===== config.mk =====
export PLATFORM = sky130hd
export DESIGN_NAME = calendar_to_epoch_seconds
export DESIGN_NICKNAME = d
export VERILOG_FILES = /design/src/rtl/cte_pkg.sv /design/src/rtl/cte_decode.sv /design/src/rtl/cte_count.sv /design/src/rtl/calendar_to_epoch_seconds.sv
export SDC_FILE = /design/constraint.sdc
export NUM_CORES = 1
export LEC_CHECK = 0
export BUFFER_PORTS_ARGS = -buffer_cell sky130_fd_sc_hd__buf_2
export CAP_MARGIN = 20
export CELL_PAD_IN_SITES_DETAIL_PLACEMENT = 2
export CELL_PAD_IN_SITES_GLOBAL_PLACEMENT = 2
export CORE_AREA = 2 2 197 199
export CTS_BUF_LIST = sky130_fd_sc_hd__clkbuf_4
export DETAILED_ROUTE_END_ITERATION = 8
export DIE_AREA = 0 0 199 201
export PLACE_DENSITY = 0.85
export SYNTH_ARGS = -nofsm -noshare
export SYNTH_HDL_FRONTEND = slang
export SYNTH_SLANG_ARGS = --single-unit

===== constraint.sdc =====
create_clock -name clock -period 27 [get_ports clock]
set_input_delay 5.4 -clock clock [delete_from_list [all_inputs] [get_ports clock]]
set_output_delay 5.4 -clock clock [all_outputs]
set_load 0.05 [all_outputs]

===== src/rtl/cte_pkg.sv =====
`timescale 1ns / 1ps
// Package for the calendar to epoch seconds converter.
// Holds the decoded snapshot type, calendar constants and the month offset table.
// No dependencies.
package cte_pkg;

   localparam int unsigned REF_YEAR_OFFSET    = 2;
   localparam int unsigned REF_LEAPS          = (REF_YEAR_OFFSET + 3) / 4;
   localparam int unsigned SECS_PER_DAY       = 86400;
   localparam int unsigned SECS_PER_YEAR      = 365 * SECS_PER_DAY;
   localparam int unsigned SECS_PER_HOUR      = 60 * 60;
   localparam int unsigned SECS_PER_MINUTE    = 60;
   localparam int unsigned USEC_PER_HUNDREDTH = 10000;

   localparam int unsigned REQ_DATA_W = 64;
   localparam int unsigned RSP_DATA_W = 56;
   localparam int unsigned EPOCH_W    = 31;
   localparam int unsigned USEC_W     = 22;
   localparam int unsigned TOTAL_W    = 34;

   typedef struct packed {
      logic [7:0] hundredths;
      logic [7:0] second;
      logic [7:0] minute;
      logic [7:0] hour;
      logic [7:0] day;
      logic [7:0] month;
      logic [7:0] year;
      logic       fields_ok;
   } cal_type;

   // days before the first of each month in a common year
   function automatic logic [8:0] cum_month_days(input logic [3:0] month);
      logic [8:0] days;
      case (month)
         4'd1:    days = 9'd0;
         4'd2:    days = 9'd31;
         4'd3:    days = 9'd59;
         4'd4:    days = 9'd90;
         4'd5:    days = 9'd120;
         4'd6:    days = 9'd151;
         4'd7:    days = 9'd181;
         4'd8:    days = 9'd212;
         4'd9:    days = 9'd243;
         4'd10:   days = 9'd273;
         4'd11:   days = 9'd304;
         4'd12:   days = 9'd334;
         default: days = 9'd0;
      endcase
      return days;
   endfunction

endpackage


===== src/rtl/cte_decode.sv =====
`timescale 1ns / 1ps
// Field decoder: unpacks the register snapshot, applies BCD decoding and range checks.
// Depends on cte_pkg.
module cte_decode
   import cte_pkg::*;
(
   input  logic [REQ_DATA_W-1:0] snap_data,
   input  logic                  bcd_mode,
   output cal_type               cal
);

   function automatic logic [7:0] decode_field(input logic [7:0] raw, input logic bcd);
      logic [7:0] low;
      logic [7:0] high;
      low  = {4'b0, raw[3:0]};
      high = {4'b0, raw[7:4]};
      if (bcd) begin
         return low + 8'((high << 3) + (high << 1));
      end
      return raw;
   endfunction

   logic [7:0] weekday;

   always_comb begin
      cal.hundredths = bcd_mode ? 8'd0 : snap_data[7:0];
      cal.second     = decode_field(snap_data[15:8], bcd_mode);
      cal.minute     = decode_field(snap_data[23:16], bcd_mode);
      cal.hour       = decode_field(snap_data[31:24], bcd_mode);
      cal.day        = decode_field(snap_data[39:32], bcd_mode);
      cal.month      = decode_field(snap_data[47:40], bcd_mode);
      cal.year       = decode_field(snap_data[55:48], bcd_mode);
      weekday        = decode_field(snap_data[63:56], bcd_mode);
      cal.fields_ok  = (cal.month >= 8'd1) && (cal.month <= 8'd12) &&
                       (cal.day >= 8'd1) && (cal.day <= 8'd31) &&
                       (weekday <= 8'd7) && (cal.hour <= 8'd23) &&
                       (cal.minute <= 8'd59) && (cal.second <= 8'd59) &&
                       (cal.year >= 8'(REF_YEAR_OFFSET));
   end

endmodule


===== src/rtl/cte_count.sv =====
`timescale 1ns / 1ps
// Second counter: sums whole years, months, days, hours, minutes and seconds.
// Depends on cte_pkg.
module cte_count
   import cte_pkg::*;
(
   input  cal_type             cal,
   output logic [EPOCH_W-1:0]  epoch_seconds,
   output logic [USEC_W-1:0]   microseconds,
   output logic                time_valid
);

   logic [7:0]         years;
   logic [8:0]         leap_sum;
   logic [6:0]         leaps;
   logic               feb_leap;
   logic [9:0]         day_sum;
   logic [TOTAL_W-1:0] year_secs;
   logic [TOTAL_W-1:0] day_secs;
   logic [TOTAL_W-1:0] hms_secs;
   logic [TOTAL_W-1:0] total;
   logic [USEC_W-1:0]  usec;

   always_comb begin
      years     = cal.year - 8'(REF_YEAR_OFFSET);
      leap_sum  = {1'b0, cal.year} + 9'd3;
      leaps     = leap_sum[8:2] - 7'(REF_LEAPS);
      feb_leap  = (cal.year[1:0] == 2'd0) && (cal.month > 8'd2);
      day_sum   = {1'b0, cum_month_days(cal.month[3:0])} + {3'b0, leaps} +
                  {9'b0, feb_leap} + {2'b0, cal.day} - 10'd1;
      year_secs = {26'b0, years} * TOTAL_W'(SECS_PER_YEAR);
      day_secs  = {24'b0, day_sum} * TOTAL_W'(SECS_PER_DAY);
      hms_secs  = {26'b0, cal.hour} * TOTAL_W'(SECS_PER_HOUR) +
                  {26'b0, cal.minute} * TOTAL_W'(SECS_PER_MINUTE) +
                  {26'b0, cal.second};
      total     = year_secs + day_secs + hms_secs;
      usec      = {14'b0, cal.hundredths} * USEC_W'(USEC_PER_HUNDREDTH);

      time_valid    = cal.fields_ok && (total[TOTAL_W-1:EPOCH_W] == '0);
      epoch_seconds = time_valid ? total[EPOCH_W-1:0] : '0;
      microseconds  = time_valid ? usec : '0;
   end

endmodule


===== src/rtl/calendar_to_epoch_seconds.sv =====
`timescale 1ns / 1ps
// Calendar to epoch seconds converter, top level: input register, decode, count, result register.
// An accepted request is captured in the input register, decoded and counted, then moves to the
// result register, raising rsp_tvalid, when that register is empty or rsp_tready is high.
// Throughput: one transaction per cycle if rsp_tready is high; one input and one result register.
// Reset: synchronous, active high; clears both valid flags and bcd_mode. No clearing pass.
// Depends on cte_pkg, cte_decode and cte_count.
module calendar_to_epoch_seconds
   import cte_pkg::*;
(
   input  logic                  clock,
   input  logic                  reset,
   input  logic                  csr_wr_en,
   input  logic                  csr_wr_data,  // bcd_mode
   input  logic                  req_tvalid,
   output logic                  req_tready,
   // hundredths, second_raw, minute_raw, hour_raw, day_raw, month_raw, year_raw, weekday_raw
   input  logic [REQ_DATA_W-1:0] req_tdata,
   output logic                  rsp_tvalid,
   input  logic                  rsp_tready,
   // epoch_seconds, microseconds, zero pad
   output logic [RSP_DATA_W-1:0] rsp_tdata,
   output logic                  rsp_tuser     // time_valid
);

   logic                  bcd_mode_ff;
   logic                  s1_valid_ff;
   logic                  s1_valid_in;
   logic [REQ_DATA_W-1:0] s1_data_ff;
   logic                  rsp_valid_ff;
   logic                  rsp_valid_in;
   logic [RSP_DATA_W-1:0] rsp_data_ff;
   logic [RSP_DATA_W-1:0] rsp_data_in;
   logic                  rsp_user_ff;
   logic                  advance;
   cal_type               cal;
   logic [EPOCH_W-1:0]    epoch_seconds;
   logic [USEC_W-1:0]     microseconds;
   logic                  time_valid;

   cte_decode u_decode (
      .snap_data (s1_data_ff),
      .bcd_mode  (bcd_mode_ff),
      .cal       (cal)
   );

   cte_count u_count (
      .cal           (cal),
      .epoch_seconds (epoch_seconds),
      .microseconds  (microseconds),
      .time_valid    (time_valid)
   );

   assign advance      = !rsp_valid_ff || rsp_tready;
   assign req_tready   = !s1_valid_ff || advance;
   assign s1_valid_in  = req_tready ? req_tvalid : s1_valid_ff;
   assign rsp_valid_in = advance ? s1_valid_ff : rsp_valid_ff;
   assign rsp_data_in  = {{(RSP_DATA_W - EPOCH_W - USEC_W){1'b0}}, microseconds, epoch_seconds};

   always_ff @(posedge clock) begin
      if (reset) begin
         bcd_mode_ff  <= 1'b0;
         s1_valid_ff  <= 1'b0;
         rsp_valid_ff <= 1'b0;
      end else begin
         if (csr_wr_en) begin
            bcd_mode_ff <= csr_wr_data;
         end
         s1_valid_ff  <= s1_valid_in;
         rsp_valid_ff <= rsp_valid_in;
      end
   end

   always_ff @(posedge clock) begin
      if (req_tready && req_tvalid) begin
         s1_data_ff <= req_tdata;
      end
      if (advance && s1_valid_ff) begin
         rsp_data_ff <= rsp_data_in;
         rsp_user_ff <= time_valid;
      end
   end

   assign rsp_tvalid = rsp_valid_ff;
   assign rsp_tdata  = rsp_data_ff;
   assign rsp_tuser  = rsp_user_ff;

`ifndef SYNTHESIS
   a_reject_zero: assert property (@(posedge clock) disable iff (reset)
      rsp_tvalid && !rsp_tuser |-> rsp_tdata == '0)
      else $error("rejected transaction carries non-zero data");

   a_usec_range: assert property (@(posedge clock) disable iff (reset)
      rsp_tvalid |-> rsp_tdata[EPOCH_W+USEC_W-1:EPOCH_W] <= 22'd2550000)
      else $error("microseconds out of range");

   a_reset_empty: assert property (@(posedge clock)
      reset |=> !rsp_tvalid && !s1_valid_ff)
      else $error("pipeline not empty after reset");

   a_s1_hold: assert property (@(posedge clock) disable iff (reset)
      !req_tready |=> s1_valid_ff && $stable(s1_data_ff))
      else $error("input register lost a stalled transaction");

   a_s1_fill: assert property (@(posedge clock) disable iff (reset)
      req_tvalid && req_tready |=> s1_valid_ff)
      else $error("accepted transaction not captured");
`endif

endmodule


==> Word level (Yosys, flattened, before mapping) <==
Memory sizes are Yosys's and may differ from the RTL's.
Index checks and enable logic that the tools add are counted.
{ "op_classes": {"magnitude_cmp": 10, "n_mul": 5, "muxes": 16, "addsub": 25, "n_reduce_logical": 18} }
{ "op_table": {"columns": ["op", "n"], "rows": [
  ["$mux 8", 15],
  ["$add 4x8->8", 7],
  ["$add 7x5->8", 7],
  ["$add 33x27->34", 1],
  ["$add 34x34->34", 1],
  ["$add 34x8->34", 1],
  ["$mul 8x18->26 const B", 1],
  ["$add 20x14->21", 1],
  ["$mul 10x10->20 const B", 1],
  ["$mul 8x10->18 const B", 1],
  ["$ge 8x1->1 const B", 2],
  ["$le 8x5->1 const B", 2],
  ["$le 8x6->1 const B", 2],
  ["$mul 8x8->16 const B", 1],
  ["$logic_and 1x1->1", 12],
  ["$mul 8x4->12 const B", 1],
  ["$add 10x1->10", 1],
  ["$add 10x8->10", 1],
  ["$add 9x7->10", 1],
  ["$sub 10x1->10 const B", 1],
  ["$add 8x2->9 const B", 1],
  ["$ge 8x2->1 const B", 1],
  ["$gt 8x2->1 const B", 1],
  ["$le 8x3->1 const B", 1],
  ["other kinds (8)", 10]
]} }
{ "totals": {"mem_count": 1, "register_bits": 121, "input_bits": 70, "romBits": 144, "output_inout_bits": 59} }
{ "mem_list": {"columns": ["name", "depth", "word_bits", "read_ports", "rd_ports_with_merged_regs", "wr", "line_no", "text"], "rows": [
  ["(no name shown)", 16, 9, 1, 0, 0, "cte_pkg.sv:35", "case (month)"]
]} }

==> Depth between registers and ports, before layout <==
Gate-level depths: netlist (run 1).
{ "depth": {"depth_word": 15, "depth_mapped": 53, "ltp_nobuf": 48} }

==> Cells and area by module <==
A second synthesis (run 1) with hierarchy kept.
{ "unflattened": {"cells_unflattened": 1602, "area_unflattened_um2": 16585.9} }
{ "modules_own_cells": {"columns": ["mod", "n_inst", "seq_area_each_um2", "area_per_inst_um2", "cells_each"], "rows": [
  ["cte_count", 1, 0.0, 10602.7, 1192],
  ["calendar_to_epoch_seconds", 1, 3603.5, 3707.3, 135],
  ["cte_decode", 1, 0.0, 2275.9, 275]
]} }

==> Worst setup path after synthesis (run 1) <==
OpenSTA, ideal clock, no wires.
{ "synth_timing": {"kind": "register to register", "from": "register bcd_mode_ff", "to": "register rsp_data_ff[8], in the netlist rsp_tdata[8] (data pin)", "setup_time_ps": 257, "stages_incl_launch_ff": 51, "slack_ps": 14867, "t_arrival_ps": 11877, "required_time_ps": 26743, "synth_period_minus_slack_ps": 12133, "path_cell_list": "dfxtp_1 buf_4 buf_2 buf_2 buf_2 buf_2 buf_1 mux2_2 inv_1 ha_1 a21oi_1 nor3_1 a21oi_1 xor2_1 xnor2_1 ha_1 fa_1 inv_1 (+15 left out) o21a_1 o21a_1 o221a_2 a211oi_1 o21ai_0 and4_1 or3_1 ha_1 ha_1 ha_1 and3_1 nand3_1 a211oi_1 o211ai_1 a211oi_1 mux2i_1 clkbuf_1 and4bb_1"} }
{ "synth_via": {"elab_chain_cells": 13} }
{ "synth_rtl": {"columns": ["item", "line_no", "text"], "rows": [
  ["start: declaration", "calendar_to_epoch_seconds.sv:26", "logic bcd_mode_ff;"],
  ["start signal: assignment", "calendar_to_epoch_seconds.sv:67", "bcd_mode_ff <= csr_wr_data;"],
  ["$mux 1 *", "cte_decode.sv:17", "if (bcd) begin"],
  ["$mux 8", "cte_decode.sv:20", "return raw;"],
  ["$add 8x2->9", "cte_count.sv:26", "leap_sum = {1'b0, cal.year} + 9'd3;"],
  ["$sub 7x1->7", "cte_count.sv:27", "leaps = leap_sum[8:2] - 7'(REF_LEAPS);"],
  ["$add 9x7->10", "cte_count.sv:29", "day_sum = {1'b0, cum_month_days(cal.month[3:0])} + {3'b0, leaps} +"],
  ["$add 10x1->10", "cte_count.sv:29", null],
  ["$add 10x8->10", "cte_count.sv:30", "{9'b0, feb_leap} + {2'b0, cal.day} - 10'd1;"],
  ["$sub 10x1->10", "cte_count.sv:30", null],
  ["$mul 10x10->20", "cte_count.sv:32", "day_secs = {24'b0, day_sum} * TOTAL_W'(SECS_PER_DAY);"],
  ["$add 33x27->34", "cte_count.sv:36", "total = year_secs + day_secs + hms_secs;"],
  ["$add 34x34->34", "cte_count.sv:36", null],
  ["$logic_not 3->1", "cte_count.sv:39", "time_valid = cal.fields_ok && (total[TOTAL_W-1:EPOCH_W] == '0);"],
  ["$logic_and 1x1->1", "cte_count.sv:39", null],
  ["end signal: assignment", "calendar_to_epoch_seconds.sv:79", "rsp_data_ff <= rsp_data_in;"],
  ["end: declaration", "calendar_to_epoch_seconds.sv:32", "logic [RSP_DATA_W-1:0] rsp_data_ff;"]
]} }
Mark *: on every way between the ends. The rest lies on a longest branch, timed or not.
A chain may end at the register's enable or synchronous reset.

==> Final worst setup path (run 1) <==
{ "layout_timing": {"from": "register s1_data_ff[52]", "to": "register rsp_data_ff[8], in the netlist rsp_tdata[8] (data pin)"} }
{ "layout_via": {"elab_chain_cells": 15} }
{ "layout_rtl": {"columns": ["item", "line_no", "text"], "rows": [
  ["start: declaration", "calendar_to_epoch_seconds.sv:29", "logic [REQ_DATA_W-1:0] s1_data_ff;"],
  ["start signal: assignment", "calendar_to_epoch_seconds.sv:76", "s1_data_ff <= req_tdata;"],
  ["$add 7x5->8", "cte_decode.sv:18", "return low + 8'((high << 3) + (high << 1));"],
  ["$add 4x8->8", "cte_decode.sv:18", null],
  ["$mux 8", "cte_decode.sv:17", null],
  ["$mux 8 *", "cte_decode.sv:20", null],
  ["$add 8x2->9", "cte_count.sv:26", null],
  ["$sub 7x1->7", "cte_count.sv:27", null],
  ["$add 9x7->10", "cte_count.sv:29", null],
  ["$add 10x1->10", "cte_count.sv:29", null],
  ["$add 10x8->10", "cte_count.sv:30", null],
  ["$sub 10x1->10", "cte_count.sv:30", null],
  ["$mul 10x10->20", "cte_count.sv:32", null],
  ["$add 33x27->34", "cte_count.sv:36", null],
  ["$add 34x34->34", "cte_count.sv:36", null],
  ["$logic_not 3->1", "cte_count.sv:39", null],
  ["$logic_and 1x1->1", "cte_count.sv:39", null]
]} }
Mark *: on every way between the ends. The rest lies on a longest branch, timed or not. The select of a mux whose other input is x is not followed.

==> impl_metrics.env, run 1 <==
export IMPL_status="complete, no violations"
export IMPL_grt_pass1_wl_mm=83.7
export IMPL_rrSetupSlack_ns=13.18
export IMPL_synthXorXnorAreaFrac_pct=6.05
export IMPL_hold_viol=0
export IMPL_r2r_cells=46
export IMPL_rsz0062_at_grt="false"
export IMPL_dieHeight_um=201
export IMPL_drtIter0Drc=502
export IMPL_setup_viol=0
export IMPL_synthSimpleGateAreaFrac_pct=10.7
export IMPL_syn_area_um2=16800
export IMPL_cp_required_ns=27.44
export IMPL_ys_seq_elements=116
export IMPL_grt_overflow_total=0
export IMPL_vias=13175
export IMPL_crit_slowest_cell="nor3_1"
export IMPL_crit_start="s1_data_ff[52]"
export IMPL_ant_nets=0
export IMPL_fillers=4057
export IMPL_synth_compound_area_share_pct=12.1
export IMPL_r2r_end="rsp_tdata[8]"
export IMPL_boundaryPins=129
export IMPL_grt_pass1_vias=15375
export IMPL_routed_wl_mm=52.9
export IMPL_htree_num_levels=4
export IMPL_min_period_ns=13.82
export IMPL_drv_slew=0
export IMPL_die_area_um2=40000
export IMPL_routedWlPerCell_um=22.6
export IMPL_gr_usage_all_layers_pct=27.3
export IMPL_avgSynthCellArea_um2=10.0
export IMPL_viasPerCell=5.64
export IMPL_cts_tree="yes"
export IMPL_tightest_slew_ns=1.06
export IMPL_synth_top_family_by_area="adder cells"
export IMPL_cts_buffer_depth=2
export IMPL_hold_start="s1_valid_ff"
export IMPL_synth_cells=1679
export IMPL_clk_pin_slew_ns=0.13
export IMPL_synth_edf_count=113
export IMPL_synth_ff_type="edfxtp_1"
export IMPL_gp_congestion=0.859
export IMPL_crit_arrival_ns=14.26
export IMPL_io_buffers=120
export IMPL_layout_nets=2372
export IMPL_cts_resized_gates=0
export IMPL_fin_worst_skew_ns=0.0238
export IMPL_min_path_type="reg -> reg"
export IMPL_post_cts_buffers=0
export IMPL_clk_latency_ns=0.66
export IMPL_cts_buffers=17
export IMPL_area_growth_pct=9.06
export IMPL_core_area_um2=38100
export IMPL_timing_fmax_mhz=72.4
export IMPL_muxShareOfSynthArea_pct=1.99
export IMPL_dp_hpwl_mm=44.8
export IMPL_yosysSeqAreaShare_pct=20.6
export IMPL_grt_max_degree=64
export IMPL_yosysWarnings=0
export IMPL_startpoint_type="register"
export IMPL_path_class="reg -> reg"
export IMPL_postCtsHoldBufs=0
export IMPL_die_x_um=199
export IMPL_synthArstFlopShare_pct=0
export IMPL_clock_sinks=116
export IMPL_holdPathStages=2
export IMPL_antenna_found_initial=3
export IMPL_synthAdderAreaFrac_pct=42.1
export IMPL_final_common_cell="ha_1"
export IMPL_worstPathMaxFanout=50
export IMPL_finalCritPeriodShare_pct=51.2
export IMPL_min_to="rsp_tvalid"
export IMPL_end_kind="register"
export IMPL_rows=72
export IMPL_max_stage_delay_ns=0.59
export IMPL_ctsRootBufferMaster="clkbuf_4"
export IMPL_relSlewSlack_pct=28.8
export IMPL_finalSetupTns_ns=0
export IMPL_maxCapViolCount=0
export IMPL_r2r_start="s1_data_ff[52]"
export IMPL_dr_pass1_iters=4
export IMPL_final_cell_mix="ha_1, inv_1, buf_2"
export IMPL_initial_utilization_pct=44.1
export IMPL_synth_distinct_cells=76
export IMPL_drive_gt1_share_pct=11.4
export IMPL_drc=0
==> cells by family after synthesis <==
kind of cell,after synthesis
compound gates,308
xor+xnor,116
fa+ha+maj,499
buf+inv,276
flops,116
mux,30
other cells,1
simple gates,333
==> stage by stage <==
stage	setup WS, ns	instances	hold slack, ns	area [um2]	util (%)
5_1_grt	12.34	2336	0.606	18300	48.1
3_5_place_dp	13.14	2301	0.541	18000	47.2
2_1_floorplan	14.87	1685	0.478	16800	-
3_3_place_gp	13.87	2301	0.504	18000	47.2
6_report	13.18	2336	0.560	18300	48.1
4_1_cts	13.08	2333	0.556	18300	48.0
==> critical path: cells and delay by family, from the launching register on <==
| family | cells | cell delay (ns) |
|---|---|---|
| flip-flops | 1 | 0.47 |
| XOR/XNOR | 4 | 0.88 |
| AO/OA/AOI/OAI | 14 | 3.62 |
| multiplexers | 2 | 0.46 |
| buffers and inverters | 8 | 1.16 |
| AND/OR/NAND/NOR | 6 | 1.99 |
| adder cells (fa/ha/maj) | 12 | 4.96 |
==> layout make-up <==
cell class | instances | area [um2] | share of cell area, %
flip-flops and latches | 116 | 3450 | 18.9
inverters | 247 | 927 | 5.06
well taps | 518 | 648 | 3.54
diodes | 2 | 5.00 | 0.0273
multi-input cells | 1293 | 12300 | 67.2
clock buffers | 20 | 150 | 0.819
repair buffers | 128 | 673 | 3.67
clock inverters | 12 | 156 | 0.853
==> cell usage after synthesis, types with 15 or more instances <==
library cell	count	area, um2
xor2_1	32	280
nor3_1	51	255
o21bai_1	15	113
nand3_1	28	140
o21a_1	16	120
a211oi_1	20	150
inv_1	246	923
nor3b_1	16	120
xnor2_1	84	736
a21o_1	45	338
ha_1	388	4850
mux2_2	17	191
fa_1	111	2220
edfxtp_1	113	3390
o21ai_0	44	220
nor2_1	60	225
a21oi_1	95	475
nand2_1	59	221
nor2b_1	32	200
==> metal layers <==
| metal | up-vias | track usage (%) | wire length, um |
|---|---|---|---|
| met5 | - | 0 | 13 |
| met4 | 2 | 10.9 | 1760 |
| met3 | 94 | 4.08 | 1630 |
| met2 | 233 | 51.4 | 28500 |
| met1 | 6683 | 30.3 | 20900 |
| li1 | 6163 | - | - |
==> state kept, by name, indices dropped and copies added, names as in the netlist <==
name	flops
bcd_mode_ff	1
rsp_tdata	49
rsp_tuser	1
rsp_tvalid	1
s1_data_ff	63
s1_valid_ff	1
==> worst max-delay path by stage <==
stage / to / slack (ns)
finish: rsp_tdata[8] / 13.18
global route: rsp_tdata[8] / 12.34
CTS: rsp_tdata[37] / 13.08
detailed placement: rsp_tdata[8] / 13.14
global placement: rsp_tdata[8] / 13.87
floorplan: rsp_tdata[8] / 14.87
Power of run 1 is not shown: default switching activity piles up to over one toggle a cycle in this logic, so the estimate is an artifact.
==> run 2: changes to the inputs <==
--- a/config.mk
+++ b/config.mk
@@ -9,11 +9,11 @@
 export CAP_MARGIN = 20
 export CELL_PAD_IN_SITES_DETAIL_PLACEMENT = 2
 export CELL_PAD_IN_SITES_GLOBAL_PLACEMENT = 2
-export CORE_AREA = 2 2 197 199
+export CORE_AREA = 2 2 217 219
 export CTS_BUF_LIST = sky130_fd_sc_hd__clkbuf_4
 export DETAILED_ROUTE_END_ITERATION = 8
-export DIE_AREA = 0 0 199 201
-export PLACE_DENSITY = 0.85
+export DIE_AREA = 0 0 219 221
+export PLACE_DENSITY = 0.74
 export SYNTH_ARGS = -nofsm -noshare
 export SYNTH_HDL_FRONTEND = slang
 export SYNTH_SLANG_ARGS = --single-unit
==> constraint.sdc (replaced) <==
create_clock -name clock -period 12.4 [get_ports clock]
set_input_delay 2.48 -clock clock [delete_from_list [all_inputs] [get_ports clock]]
set_output_delay 2.48 -clock clock [all_outputs]
set_load 0.05 [all_outputs]
==> impl_metrics.env, run 2 (synthesis gave the netlist of run 1 again) <==
export IMPL_dp_hpwl_mm=40.3
export IMPL_fin_hold_ws_ns=0.546
export IMPL_setup_viol=0
export IMPL_worstPathMaxFanout=13
export IMPL_ctsRootBufferMaster="clkbuf_4"
export IMPL_holdPathStages=2
export IMPL_status="complete, no violations"
export IMPL_path_class="reg -> reg"
export IMPL_die_x_um=219
export IMPL_drtIter0Drc=294
export IMPL_die_area_um2=48400
export IMPL_initial_utilization_pct=36.5
export IMPL_rows=79
export IMPL_postCtsHoldBufs=0
export IMPL_maxCapViolCount=0
export IMPL_finalCritPeriodShare_pct=95.5
export IMPL_setup_ws_ns=0.558
export IMPL_clk_latency_ns=0.70
export IMPL_crit_arrival_ns=12.34
export IMPL_gr_usage_all_layers_pct=20.0
export IMPL_crit_slowest_cell="fa_1"
export IMPL_area_growth_pct=11.8
export IMPL_grt_pass1_wl_mm=76.3
export IMPL_r2r_cells=48
export IMPL_min_path_type="reg -> reg"
export IMPL_clk_pin_slew_ns=0.11
export IMPL_relSlewSlack_pct=35.6
export IMPL_end_kind="register"
export IMPL_detailedPlace_worstSlack_ns=-0.0253
export IMPL_layout_nets=2400
export IMPL_largest_register="s1_data_ff"
export IMPL_cts_tree="yes"
export IMPL_antenna_found_initial=2
export IMPL_io_buffers=120
export IMPL_boundaryPins=129
export IMPL_tightest_slew_ns=0.959
export IMPL_routed_wl_mm=47.8
export IMPL_hold_viol=0
export IMPL_dr_pass1_iters=4
export IMPL_dieHeight_um=221
export IMPL_final_cell_mix="ha_1, inv_1, buf_2"
export IMPL_timing_fmax_mhz=84.4
export IMPL_min_period_ns=11.84
export IMPL_cts_buffer_depth=2
export IMPL_placed_cells=2411
export IMPL_grt_max_degree=64
export IMPL_htree_num_levels=4
export IMPL_grt_overflow_total=0
export IMPL_drive_gt1_share_pct=13.7
export IMPL_gp_congestion=0.804
export IMPL_clock_sinks=116
export IMPL_routedWlPerCell_um=19.5
export IMPL_vias=12813
export IMPL_viasPerCell=5.22
export IMPL_final_common_cell="ha_1"
export IMPL_ant_nets=0
export IMPL_cp_required_ns=12.89
export IMPL_max_stage_delay_ns=0.54
export IMPL_largest_register_ffs=63
export IMPL_startpoint_type="register"
export IMPL_reg_largest_list="s1_data_ff x63, rsp_tdata x49"
export IMPL_fin_worst_skew_ns=0.0354
export IMPL_grt_pass1_vias=14398
export IMPL_finalSetupTns_ns=0
export IMPL_critical_path_most_common_cell="ha_1"
export IMPL_drv_slew=0
export IMPL_layout_cells_non_filler=2453
export IMPL_core_area_um2=46100
export IMPL_drc=0
export IMPL_cts_buffers=17
==> run 2: cell count changes in the layout (fill, tap and decap cells not counted), moves of 3 or more <==
| cell | previous run | this run |
|---|---|---|
| a21oi_2 | 0 | 5 |
| clkbuf_4 | 20 | 17 |
| mux2i_1 | 11 | 8 |
| a211oi_2 | 0 | 3 |
| a211oi_1 | 20 | 17 |
| inv_6 | 1 | 4 |
| a21oi_1 | 95 | 89 |
| buf_4 | 7 | 31 |
==> run 2: metrics by stage <==
step / util [%] / cell area, um2
after global routing: 40.8 / 18800
final: 40.8 / 18800
after floorplan: - / 16800
after global placement: 39.7 / 18300
after CTS: 40.3 / 18600
after detailed placement: 39.7 / 18300
==> run 2: worst paths after layout <==
| check | end | from | slack, ns |
|---|---|---|---|
| setup / recovery | rsp_tdata[44] | s1_data_ff[53] | 0.56 |
| hold / removal | rsp_tvalid | s1_valid_ff | 0.55 |
| setup reg to reg | rsp_tdata[44] | s1_data_ff[53] | 0.56 |
| hold reg to reg | rsp_tvalid | s1_valid_ff | 0.55 |
==> run 2: repair_timing <==
item                       in CTS  in global routing
cloned                          0                  2
gates resized for setup         2                 21
setup endpoints to repair      31                 50
buffers inserted                0                  5
pin swaps                       0                  1
==> run 2: layer usage <==
| layer | routed length, um | track usage, % | part of all wire [%] |
|---|---|---|---|
| met3 | 1060 | 2.41 | 2.2 |
| met2 | 24900 | 36.2 | 52 |
| met5 | 0 | 0 | 0 |
| met4 | 1080 | 6.63 | 2.3 |
| met1 | 20800 | 24.4 | 43 |
==> run 2: worst max-delay path, delay by kind of cell, from the launching register on <==
| family | cells | cell delay (ns) |
|---|---|---|
| and+or+nand+nor | 6 | 1.57 |
| xor gates and xnor gates | 4 | 0.67 |
| buffers and inverters | 8 | 0.95 |
| adders and majority gates | 14 | 4.90 |
| AOI/OAI and AO/OA | 14 | 2.85 |
| DFF | 1 | 0.46 |
| muxes | 2 | 0.25 |
==> run 2: cell type report <==
class | count | area (um2)
Antenna cell | 2 | 5.00
Inverter | 247 | 927
Sequential cell | 116 | 3450
Clock inverter | 15 | 154
Fill cell | 4967 | 27300
Multi-Input combinational cell | 1293 | 12400
Tap cell | 607 | 759
Clock buffer | 17 | 128
Timing Repair Buffer | 156 | 943
Power of run 2 is left out for the same reason.
